===== src/hdl/prl_pkg.sv =====
// shared types and constants for the priority ready list
package prl_pkg;

  localparam int MAX_TASKS  = 16;
  localparam int PRIO_BITS  = 8;
  localparam int ID_W       = 4;
  localparam int IN_PRIO_W  = 8;
  localparam int OUT_PRIO_W = 8;
  localparam int RANK_W     = 4;
  localparam int STATUS_W   = 3;
  localparam int OP_W       = 2;
  localparam int ID_COUNT   = 2 ** ID_W;
  localparam int IDX_W      = $clog2(MAX_TASKS);
  localparam int CNT_W      = $clog2(MAX_TASKS + 1);

  typedef enum logic [OP_W-1:0] {
    OP_INSERT = 2'd0,
    OP_REMOVE = 2'd1,
    OP_LIST   = 2'd2
  } op_t;

  typedef enum logic [STATUS_W-1:0] {
    ST_INSERTED = 3'd0,
    ST_PRESENT  = 3'd1,
    ST_REMOVED  = 3'd2,
    ST_ABSENT   = 3'd3,
    ST_ENTRY    = 3'd4,
    ST_EMPTY    = 3'd5
  } status_t;

  typedef enum logic [1:0] {
    S_IDLE,
    S_DECIDE,
    S_SCAN,
    S_LIST
  } state_t;

  typedef struct packed {
    logic    load;
    logic    idx_inc;
    logic    do_insert;
    logic    do_remove;
    logic    emit;
    status_t status;
  } prl_cmd_t;

  typedef struct packed {
    logic [OP_W-1:0] op;
    logic            present;
    logic            full;
    logic            empty;
    logic            scan_stop;
    logic            list_last;
  } prl_stat_t;

endpackage


===== src/hdl/prl_ctrl.sv =====
// sequencer for insert, remove and list transactions
module prl_ctrl import prl_pkg::*; (
  input  logic      clk,
  input  logic      rst_n,
  input  logic      start,
  output logic      busy,
  input  prl_stat_t stat,
  output prl_cmd_t  cmd
);

  state_t state_r, state_nxt;

  always_ff @(posedge clk) begin
    if (!rst_n) begin
      state_r <= S_IDLE;
    end else begin
      state_r <= state_nxt;
    end
  end

  always_comb begin
    state_nxt     = state_r;
    cmd           = '0;
    cmd.status    = ST_INSERTED;
    busy          = 1'b1;
    unique case (state_r)
      S_IDLE: begin
        busy = 1'b0;
        if (start) begin
          cmd.load  = 1'b1;
          state_nxt = S_DECIDE;
        end
      end
      S_DECIDE: begin
        state_nxt = S_IDLE;
        if (stat.op == OP_INSERT) begin
          if (!stat.present && stat.full) begin
            cmd.emit   = 1'b1;
            cmd.status = ST_ABSENT;
          end else begin
            state_nxt = S_SCAN;
          end
        end else if (stat.op == OP_REMOVE) begin
          if (!stat.present) begin
            cmd.emit   = 1'b1;
            cmd.status = ST_ABSENT;
          end else begin
            state_nxt = S_SCAN;
          end
        end else if (stat.op == OP_LIST) begin
          if (stat.empty) begin
            cmd.emit   = 1'b1;
            cmd.status = ST_EMPTY;
          end else begin
            state_nxt = S_LIST;
          end
        end
      end
      S_SCAN: begin
        if (stat.scan_stop) begin
          state_nxt = S_IDLE;
          cmd.emit  = 1'b1;
          if (stat.op == OP_REMOVE) begin
            cmd.do_remove = 1'b1;
            cmd.status    = ST_REMOVED;
          end else if (stat.present) begin
            cmd.status = ST_PRESENT;
          end else begin
            cmd.do_insert = 1'b1;
            cmd.status    = ST_INSERTED;
          end
        end else begin
          cmd.idx_inc = 1'b1;
        end
      end
      S_LIST: begin
        cmd.emit    = 1'b1;
        cmd.status  = ST_ENTRY;
        cmd.idx_inc = 1'b1;
        if (stat.list_last) begin
          state_nxt = S_IDLE;
        end
      end
      default: begin
        state_nxt = S_IDLE;
      end
    endcase
  end

endmodule


===== src/hdl/prl_datapath.sv =====
// sorted task store, scan pointer and result registers
module prl_datapath import prl_pkg::*; (
  input  logic                  clk,
  input  logic                  rst_n,
  input  logic [OP_W-1:0]       in_operation,
  input  logic [ID_W-1:0]       in_task_id,
  input  logic [IN_PRIO_W-1:0]  in_priority_req,
  input  prl_cmd_t              cmd,
  output prl_stat_t             stat,
  output logic                  out_valid,
  output logic [STATUS_W-1:0]   out_status,
  output logic [ID_W-1:0]       out_task,
  output logic [OUT_PRIO_W-1:0] out_priority,
  output logic [RANK_W-1:0]     out_rank,
  output logic                  out_last
);

  logic [OP_W-1:0]      op_r;
  logic [ID_W-1:0]      id_r;
  logic [PRIO_BITS-1:0] prio_r;
  logic [CNT_W-1:0]     idx_r;
  logic [CNT_W-1:0]     count_r;
  logic [ID_COUNT-1:0]  present_r;
  logic [ID_W-1:0]      ids_r   [MAX_TASKS];
  logic [PRIO_BITS-1:0] prios_r [MAX_TASKS];

  logic                  out_valid_r;
  logic [STATUS_W-1:0]   out_status_r;
  logic [ID_W-1:0]       out_task_r;
  logic [OUT_PRIO_W-1:0] out_priority_r;
  logic [RANK_W-1:0]     out_rank_r;
  logic                  out_last_r;

  logic [ID_W-1:0]      rd_id;
  logic [PRIO_BITS-1:0] rd_prio;
  logic                 hit;

  assign rd_id   = ids_r[idx_r[IDX_W-1:0]];
  assign rd_prio = prios_r[idx_r[IDX_W-1:0]];
  assign hit     = present_r[id_r] ? (rd_id == id_r) : (rd_prio < prio_r);

  assign stat.op        = op_r;
  assign stat.present   = present_r[id_r];
  assign stat.full      = (count_r == CNT_W'(MAX_TASKS));
  assign stat.empty     = (count_r == '0);
  assign stat.scan_stop = (idx_r == count_r) || hit;
  assign stat.list_last = ((idx_r + CNT_W'(1)) == count_r);

  // transaction fields and scan pointer
  always_ff @(posedge clk) begin
    if (cmd.load) begin
      op_r   <= in_operation;
      id_r   <= in_task_id;
      prio_r <= PRIO_BITS'(in_priority_req);
    end
  end

  always_ff @(posedge clk) begin
    if (!rst_n) begin
      idx_r <= '0;
    end else if (cmd.load) begin
      idx_r <= '0;
    end else if (cmd.idx_inc) begin
      idx_r <= idx_r + CNT_W'(1);
    end
  end

  always_ff @(posedge clk) begin
    if (!rst_n) begin
      count_r   <= '0;
      present_r <= '0;
    end else if (cmd.do_insert) begin
      count_r         <= count_r + CNT_W'(1);
      present_r[id_r] <= 1'b1;
    end else if (cmd.do_remove) begin
      count_r         <= count_r - CNT_W'(1);
      present_r[id_r] <= 1'b0;
    end
  end

  // cells from the scan index on move tailward on insert, headward on remove
  for (genvar i = 0; i < MAX_TASKS; i++) begin : g_cell
    logic [ID_W-1:0]      up_id;
    logic [PRIO_BITS-1:0] up_prio;
    logic [ID_W-1:0]      dn_id;
    logic [PRIO_BITS-1:0] dn_prio;

    if (i == 0) begin : g_head
      assign up_id   = id_r;
      assign up_prio = prio_r;
    end else begin : g_body
      assign up_id   = ids_r[i-1];
      assign up_prio = prios_r[i-1];
    end

    if (i == MAX_TASKS - 1) begin : g_tail
      assign dn_id   = ids_r[i];
      assign dn_prio = prios_r[i];
    end else begin : g_inner
      assign dn_id   = ids_r[i+1];
      assign dn_prio = prios_r[i+1];
    end

    always_ff @(posedge clk) begin
      if (cmd.do_insert) begin
        if (CNT_W'(i) > idx_r) begin
          ids_r[i]   <= up_id;
          prios_r[i] <= up_prio;
        end else if (CNT_W'(i) == idx_r) begin
          ids_r[i]   <= id_r;
          prios_r[i] <= prio_r;
        end
      end else if (cmd.do_remove) begin
        if (CNT_W'(i) >= idx_r) begin
          ids_r[i]   <= dn_id;
          prios_r[i] <= dn_prio;
        end
      end
    end
  end

  // result registers
  always_ff @(posedge clk) begin
    if (!rst_n) begin
      out_valid_r <= 1'b0;
    end else begin
      out_valid_r <= cmd.emit;
    end
  end

  always_ff @(posedge clk) begin
    if (cmd.emit) begin
      out_status_r <= cmd.status;
      unique case (cmd.status)
        ST_ENTRY: begin
          out_task_r     <= rd_id;
          out_priority_r <= OUT_PRIO_W'(rd_prio);
          out_rank_r     <= RANK_W'(idx_r);
          out_last_r     <= stat.list_last;
        end
        ST_EMPTY: begin
          out_task_r     <= '0;
          out_priority_r <= '0;
          out_rank_r     <= '0;
          out_last_r     <= 1'b1;
        end
        ST_ABSENT: begin
          out_task_r     <= id_r;
          out_priority_r <= '0;
          out_rank_r     <= '0;
          out_last_r     <= 1'b1;
        end
        default: begin
          out_task_r     <= id_r;
          out_priority_r <= '0;
          out_rank_r     <= RANK_W'(idx_r);
          out_last_r     <= 1'b1;
        end
      endcase
    end
  end

  assign out_valid    = out_valid_r;
  assign out_status   = out_status_r;
  assign out_task     = out_task_r;
  assign out_priority = out_priority_r;
  assign out_rank     = out_rank_r;
  assign out_last     = out_last_r;

endmodule


===== src/hdl/priority_ready_list.sv =====
// priority ready list top level: sequencer plus sorted task store
//
//   channel   ports                                             handshake
//   input     in_operation, in_task_id, in_priority_req         start && !busy
//   result    out_status, out_task, out_priority, out_rank,     out_valid strobe
//             out_last
//
// a transaction is latched in the idle state and decided in the decide state;
// insert and remove then scan the store from the head, one entry per cycle,
// and list emits one result per entry, one per cycle. synchronous active-low
// reset empties the list at once, no clearing pass. results cannot be
// stalled; busy stays high until the last result is shown.
module priority_ready_list import prl_pkg::*; (
  input  logic                  clk,
  input  logic                  rst_n,
  input  logic                  start,
  output logic                  busy,
  input  logic [OP_W-1:0]       in_operation,
  input  logic [ID_W-1:0]       in_task_id,
  input  logic [IN_PRIO_W-1:0]  in_priority_req,
  output logic                  out_valid,
  output logic [STATUS_W-1:0]   out_status,
  output logic [ID_W-1:0]       out_task,
  output logic [OUT_PRIO_W-1:0] out_priority,
  output logic [RANK_W-1:0]     out_rank,
  output logic                  out_last
);

  prl_cmd_t  cmd;
  prl_stat_t stat;

  prl_ctrl u_ctrl (
    .clk   (clk),
    .rst_n (rst_n),
    .start (start),
    .busy  (busy),
    .stat  (stat),
    .cmd   (cmd)
  );

  prl_datapath u_datapath (
    .clk             (clk),
    .rst_n           (rst_n),
    .in_operation    (in_operation),
    .in_task_id      (in_task_id),
    .in_priority_req (in_priority_req),
    .cmd             (cmd),
    .stat            (stat),
    .out_valid       (out_valid),
    .out_status      (out_status),
    .out_task        (out_task),
    .out_priority    (out_priority),
    .out_rank        (out_rank),
    .out_last        (out_last)
  );

`ifndef SYNTHESIS
  a_last_frees: assert property (@(posedge clk) disable iff (!rst_n)
    out_valid && out_last |-> !busy)
    else $error("final result shown while still busy");

  a_more_keeps_busy: assert property (@(posedge clk) disable iff (!rst_n)
    out_valid && !out_last |-> busy)
    else $error("sequencer idle in the middle of a list");

  a_accept_busy: assert property (@(posedge clk) disable iff (!rst_n)
    start && !busy |=> busy)
    else $error("accepted transaction did not raise busy");

  a_no_overfill: assert property (@(posedge clk) disable iff (!rst_n)
    cmd.do_insert |-> !stat.full && !stat.present)
    else $error("insert into full store or of a listed task");
`endif

endmodule


===== config.mk =====
export PLATFORM = sky130hd
export DESIGN_NAME = priority_ready_list
export DESIGN_NICKNAME = d
export VERILOG_FILES = /design/src/hdl/prl_pkg.sv /design/src/hdl/prl_ctrl.sv /design/src/hdl/prl_datapath.sv /design/src/hdl/priority_ready_list.sv
export SDC_FILE = /design/constraint.sdc
export NUM_CORES = 1
export LEC_CHECK = 0
export BUFFER_PORTS_ARGS = -buffer_cell sky130_fd_sc_hd__buf_2
export CAP_MARGIN = 20
export CELL_PAD_IN_SITES_DETAIL_PLACEMENT = 0
export CELL_PAD_IN_SITES_GLOBAL_PLACEMENT = 1
export CORE_ASPECT_RATIO = 1.5
export CORE_MARGIN = 4
export CORE_UTILIZATION = 51
export DETAILED_ROUTE_END_ITERATION = 12
export PLACE_DENSITY = 0.81
export RECOVER_POWER = 25
export SYNTH_ARGS = -nofsm -noshare
export SYNTH_HDL_FRONTEND = slang
export SYNTH_HIERARCHICAL = 1
export SYNTH_SLANG_ARGS = --single-unit

===== constraint.sdc =====
create_clock -name clk -period 6.5 [get_ports clk]
set_input_delay 0.65 -clock clk [delete_from_list [all_inputs] [get_ports clk]]
set_output_delay 0.65 -clock clk [all_outputs]
set_load 0.01 [all_outputs]

==> summary.txt, run 1 <==
Global route
  – Initial antenna violation count: 1
  – GRT Total Usage: 0.256
  – First-pass GRT wire length: 62200 um
  – GRT overflow: 0
  – Vias in the first global route: 10400
  – Largest net degree at the start of global routing: 32

STA
  – Setup Skew: 0.0152 ns
  – Period utilization: 0.940
  – Final Hold Viols: 0
  – Post-route setup TNS: 0 ns
  – Slew Limit Fails: 0
  – RSZ-0062 raised after global routing: false
  – Slew margin rel.: 0.257
  – Worst-Margin Slew: 1.10 ns
  – Final-report setup violation count: 0
  – Max Freq: 164 MHz
  – Post-layout minimum cycle time: 6.11 ns

Die
  – Cell row count: 75
  – Die area: 31200 sq um
  – Die X: 146 um
  – Core area: 28000 sq um
  – Die Span Y: 214 um
  – I/O pins: 39
  – Initial Util: 0.517

Yosys
  – Asr flop ratio synth: 0
  – Number of synthesized flops with an enable pin: 226
  – Sequential area share after synthesis: 0.515
  – Syn avg cell area: 10.9 sq um
  – Largest cells by area after synthesis: edfxtp_1, mux4_2, mux2i_1
  – Share of the synthesized area in the top cell type: 0.469
  – Post-synth net total: 1362
  – Gate Count Post-Synth: 1331
  – #FFs+latches synth: 259
  – Synthesized area: 14500 sq um
  – Dominant cell type by area after synthesis: edfxtp_1
  – Top_reg_cell synth: edfxtp_1
  – Yosys cell types: 61
  – Synth Warn #: 6

Place
  – GPL Wtd Cong: 0.889
  – HPWL Detailed: 30100 um
  – DP Cell Count: 1664
  – Port bufs: 38

Clocking
  – Clock slew at reported path FFs: 0.07 ns
  – CTS tree: built
  – H-tree depth: 1
  – # clock sinks: 259
  – Hold-fix buffers, CTS: 0
  – CTS root buf: clkbuf_16
  – PostCTS Resize Cnt: 0
  – CTS Buffer Depth: 3
  – CTS Buf Count: 26
  – Clk_lat worst skew: 0.55 ns
  – Post-CTS setup buffer count: 0

Finish
  – Share of cells above drive strength 1: 0.132
  – Filler-free cell count of the finished design: 1713
  – Layout area overhead: 9.66%
  – Layout Nets: 1378
  – Fillers: 2406
  – Number of diodes: 0

Route
  – DRT Wirelength: 40500 um
  – Drt first pass iters: 5
  – DR vias: 10700
  – Residual DRC count: 0
  – Vias per cell: 6.24
  – First-iteration detailed-routing DRC count: 1240
  – Wire length per cell: 23.6 um
  – Final antenna-violating net count: 0

Setup path
  – Crit-path cells: buf_4 > buf_4 > mux4_2 > mux4_2 > ha_1 > nor3b_1 > nor3b_1 > a311oi_1 > o21ai_1 > a41o_1 > and3b_1 > and3_1 > and2_1 > nand3_1 > nor2_2 > mux2_1
  – CP max-delay cell: nor2_2
  – Required @ worst endpoint: 6.80 ns
  – Worst setup path class: flop to flop
  – Slowest stage delay, CP: 0.82 ns
  – Crit end category: flop
  – Critical Path Fanout Max: 19
  – Worst setup SP type: flop
  – Arrival time worst endpoint: 6.40 ns

Pwr
  – Leakage: 5.58 nW
  – Power Dens Cells: 228 nW/um^2
  – VDD IR max: 218 uV

Flow run
  – Maxcap violations: 0

Hold path
  – Hold crit path type: primary input to flop

Status
  – Status: finished clean
[flip-flops by register name (all words and copies together) (netlist names), named ones only]
| name | flops |
|---|---|
| u_datapath/count_r | 5 |
| u_datapath/out_status | 3 |
| u_ctrl/state_r | 2 |
| u_datapath/ids_r | 64 |
| u_datapath/out_valid | 1 |
| u_datapath/op_r | 2 |
| u_datapath/out_last | 1 |
| u_datapath/out_rank | 4 |
| u_datapath/g_cell.up_prio | 8 |
| u_datapath/prios_r | 128 |
| u_datapath/g_cell.up_id | 4 |
| u_datapath/out_priority | 8 |
| u_datapath/out_task | 4 |
| u_datapath/idx_r | 5 |
[logic make-up after synthesis]
kind of cell    Yosys count  synth area share
fa+ha+maj                14            0.0126
xor+xnor                 20            0.0121
compound gates          326             0.122
simple gates            396             0.119
mux                     191             0.183
buf+inv                 125            0.0363
flops                   259             0.515
[report_power, final]
group / switching [mW] / internal [mW]
logic: 0.139 / 0.0774
clock network: 0.656 / 0.835
registers: 0.0466 / 1.86
total: 0.842 / 2.77
[cells in the final DEF (no fill, tap or decap), drive strengths merged, types with 20 or more instances in the layout]
cell and count:
edfxtp 226, nor2 162, a21oi 148, nand2 139
o21ai 133, mux2i 114, buf 59, clkbuf 59
mux4 57, dfxtp 33, inv 29, nor2b 20
mux2 20
[worst paths after layout]
check / startpoint / end / slack, ns / cells after the start
hold reg to reg: flop / flop / 0.48 / 2
setup / recovery: flop / u_datapath/ids_r[0][2]$_DFFE_PP_ / 0.39 / 16
setup reg to reg: flop / u_datapath/ids_r[0][2]$_DFFE_PP_ / 0.39 / 16
hold / removal: in_operation[0] / u_datapath/op_r[0]$_DFFE_PP_ / 0.27 / 1
[per-stage QoR]
| stage | instance area [sq um] | hold WS, ns | power (mW) | worst slack, ns | util |
|---|---|---|---|---|---|
| floorplan | 14500 | 0.449 | 2.06 | 0.748 | - |
| global placement | 15100 | 0.463 | 2.15 | 0.546 | 0.539 |
| detailed placement | 15100 | 0.464 | 2.16 | 0.481 | 0.539 |
| CTS | 15900 | 0.256 | 3.63 | 0.439 | 0.569 |
| global route | 15900 | 0.260 | 3.73 | 0.0335 | 0.567 |
| finish | 15900 | 0.271 | 3.61 | 0.393 | 0.567 |
[worst max-delay path, delay by kind of cell, from the launching register on]
family,cells,cell delay (ns)
simple gates,7,2.42
mux,3,1.43
flops,1,0.66
compound gates,3,0.61
buf+inv,2,0.49
fa+ha+maj,1,0.23
[cells in the mapped netlist (15+ instances only)]
library cell,n
mux4_2,57
o21ai_1,110
nor2b_1,20
clkbuf_1,72
mux2i_1,113
buf_2,15
a21oi_1,147
nand2_1,139
o21ai_0,23
inv_1,22
nor2_1,160
and2_1,16
mux2_1,15
edfxtp_1,226
dfxtp_1,33
[layer usage]
layer | GRT usage | share of wire | up-vias
met5 | 0 | 0 | -
met3 | 0.0233 | 0.055 | 90
li1 | - | - | 4937
met2 | 0.465 | 0.52 | 435
met4 | 0.101 | 0.041 | 0
met1 | 0.314 | 0.38 | 5223
[layout make-up]
class	count	area, sq um	area share
flip-flops and latches	259	7450	0.470
well taps	346	433	0.0273
repair buffers	85	500	0.0316
inverters	28	105	0.00663
clock buffers	33	729	0.0460
clock inverters	15	105	0.00663
multi-input cells	947	6540	0.412
Note: power is estimated with default switching activity, not from simulation.
==> inputs of run 2 (changes only) <==
==> constraint.sdc (replaced) <==
create_clock -name clk -period 5.93 [get_ports clk]
set_input_delay 0.593 -clock clk [delete_from_list [all_inputs] [get_ports clk]]
set_output_delay 0.593 -clock clk [all_outputs]
set_load 0.01 [all_outputs]
==> summary.txt, run 2 (synthesis gave the netlist of run 1 again) <==
Status
  – Status: finished clean

Route
  – DRT Wirelength: 41300 um
  – DR vias: 10700
  – Final antenna-violating net count: 0
  – Residual DRC count: 0
  – First-iteration detailed-routing DRC count: 1188
  – Drt first pass iters: 6
  – Wire length per cell: 23.8 um
  – Vias per cell: 6.17

STA
  – Worst-Margin Slew: 1.06 ns
  – Post-route setup TNS: 0 ns
  – Hold Slack: 0.224 ns
  – Final Hold Viols: 0
  – Max Freq: 179 MHz
  – Slew Limit Fails: 0
  – Setup Skew: 0.0205 ns
  – Period utilization: 0.941
  – RSZ-0062 raised after global routing: false
  – Slew margin rel.: 0.294
  – Final-report setup violation count: 0
  – Post-layout minimum cycle time: 5.58 ns

Die
  – Initial Util: 0.517
  – I/O pins: 39
  – Cell row count: 75
  – Core area: 28000 sq um
  – Die area: 31200 sq um
  – Die Span Y: 214 um
  – Die X: 146 um

Hold path
  – Min-delay src: in_operation[0]
  – Number of cells on the worst hold path: 1
  – Worst hold endpoint: u_datapath/op_r[0]$_DFFE_PP_
  – Hold crit path type: primary input to flop

Place
  – GPL Wtd Cong: 0.906
  – HPWL Detailed: 30600 um
  – Port bufs: 38

Finish
  – Layout area overhead: 11.5%
  – Largest registers: u_datapath/prios_r x128, u_datapath/ids_r x64
  – Most common cell after layout, fill and taps aside: edfxtp_1
  – Layout Nets: 1399
  – Number of flip-flops under the largest register name: 128
  – Reg with most FFs: u_datapath/prios_r
  – Number of diodes: 0
  – Most frequent cells in the layout: edfxtp_1, nor2_1, a21oi_1, nand2_1, mux2i_1
  – Share of cells above drive strength 1: 0.147
  – Final core occ: 0.577

Pwr
  – Leakage: 5.71 nW
  – Total power: 4.15 mW
  – Power Dens Cells: 257 nW/um^2
  – VDD IR max: 232 uV

Global route
  – Initial antenna violation count: 0
  – First-pass GRT wire length: 63800 um
  – GRT Total Usage: 0.262
  – Largest net degree at the start of global routing: 29
  – GRT overflow: 0
  – Vias in the first global route: 10400

Clocking
  – Clk_lat worst skew: 0.55 ns
  – CTS Buf Count: 27
  – CTS root buf: clkbuf_16
  – Hold-fix buffers, CTS: 0
  – Clock slew at reported path FFs: 0.07 ns
  – Post-CTS setup buffer count: 0
  – PostCTS Resize Cnt: 0
  – # clock sinks: 259
  – CTS tree: built
  – H-tree depth: 1
  – CTS Buffer Depth: 3

Setup path
  – Worst setup path class: flop to flop
  – Worst reg2reg path depth: 16
  – Reg2Reg Setup Slack: 0.35 ns
  – Critical Path Fanout Max: 27
  – Arrival time worst endpoint: 5.75 ns
  – Crit end category: flop
  – Required @ worst endpoint: 6.10 ns
  – Worst setup SP type: flop
  – R2R Path End: u_datapath/prios_r[7][1]$_DFFE_PP_

Flow run
  – Maxcap violations: 0
## run 2: cell count changes in the layout (fill, tap and decap cells not counted), moves of 2 or more
cell,before,now
buf_4,43,61
bufinv_16,1,4
clkbuf_8,1,4
clkinv_1,5,2
clkinv_2,6,4
o21ai_0,30,27
o21ai_1,103,106
## run 2: worst max-delay path: stages (launching register included)
cell and delay (ns):
dfxtp_2 0.35, buf_12 0.24, mux4_2 0.54, mux4_2 0.52
ha_1 0.33, a21o_1 0.16, a221o_1 0.36, a211o_1 0.31
o21ai_0 0.25, a41o_1 0.23, and3b_1 0.25, nand2_1 0.06
nor2_1 0.24, buf_4 0.29, nor2_1 0.09, or3_1 0.49
inv_1 0.48
## run 2: worst max path at each step
stage	startpoint	end	slack, ns
floorplan	flop	u_datapath/ids_r[1][0]$_DFFE_PP_	0.18
global placement	flop	u_datapath/count_r[4]$_SDFFE_PN0P_	0.51
detailed placement	flop	u_datapath/count_r[4]$_SDFFE_PN0P_	0.47
CTS	flop	u_datapath/count_r[4]$_SDFFE_PN0P_	0.44
global route	flop	u_datapath/count_r[4]$_SDFFE_PN0P_	0.09
finish	flop	u_datapath/prios_r[7][1]$_DFFE_PP_	0.35
## run 2: per-stage QoR
step | cell area (sq um) | cells | setup slack, ns
floorplan | 14500 | 1331 | 0.178
finish | 16100 | 1734 | 0.350
detailed placement | 15200 | 1684 | 0.468
CTS | 16200 | 1733 | 0.443
global route | 16100 | 1734 | 0.0932
global placement | 15200 | 1684 | 0.505
## run 2: cell type report
cell class / count / area, sq um
tap: 346 / 433
timing repair buffer: 105 / 661
inverter: 28 / 105
fill: 2373 / 11800
clock buffer: 37 / 774
sequential: 259 / 7450
multi-input combinational: 947 / 6540
clock inverter: 12 / 171
## run 2: routing by layer
layer	part of all wire	global-route usage	wire (um)
met1	0.38	0.323	15600
met2	0.53	0.478	21900
met3	0.054	0.0258	2250
met4	0.039	0.0944	1630
met5	0	0	0
## run 2: power breakdown
part | switching [mW] | total, mW | internal, mW
clock network | 0.731 | 1.82 | 1.09
logic | 0.155 | 0.243 | 0.0881
registers | 0.0497 | 2.08 | 2.03
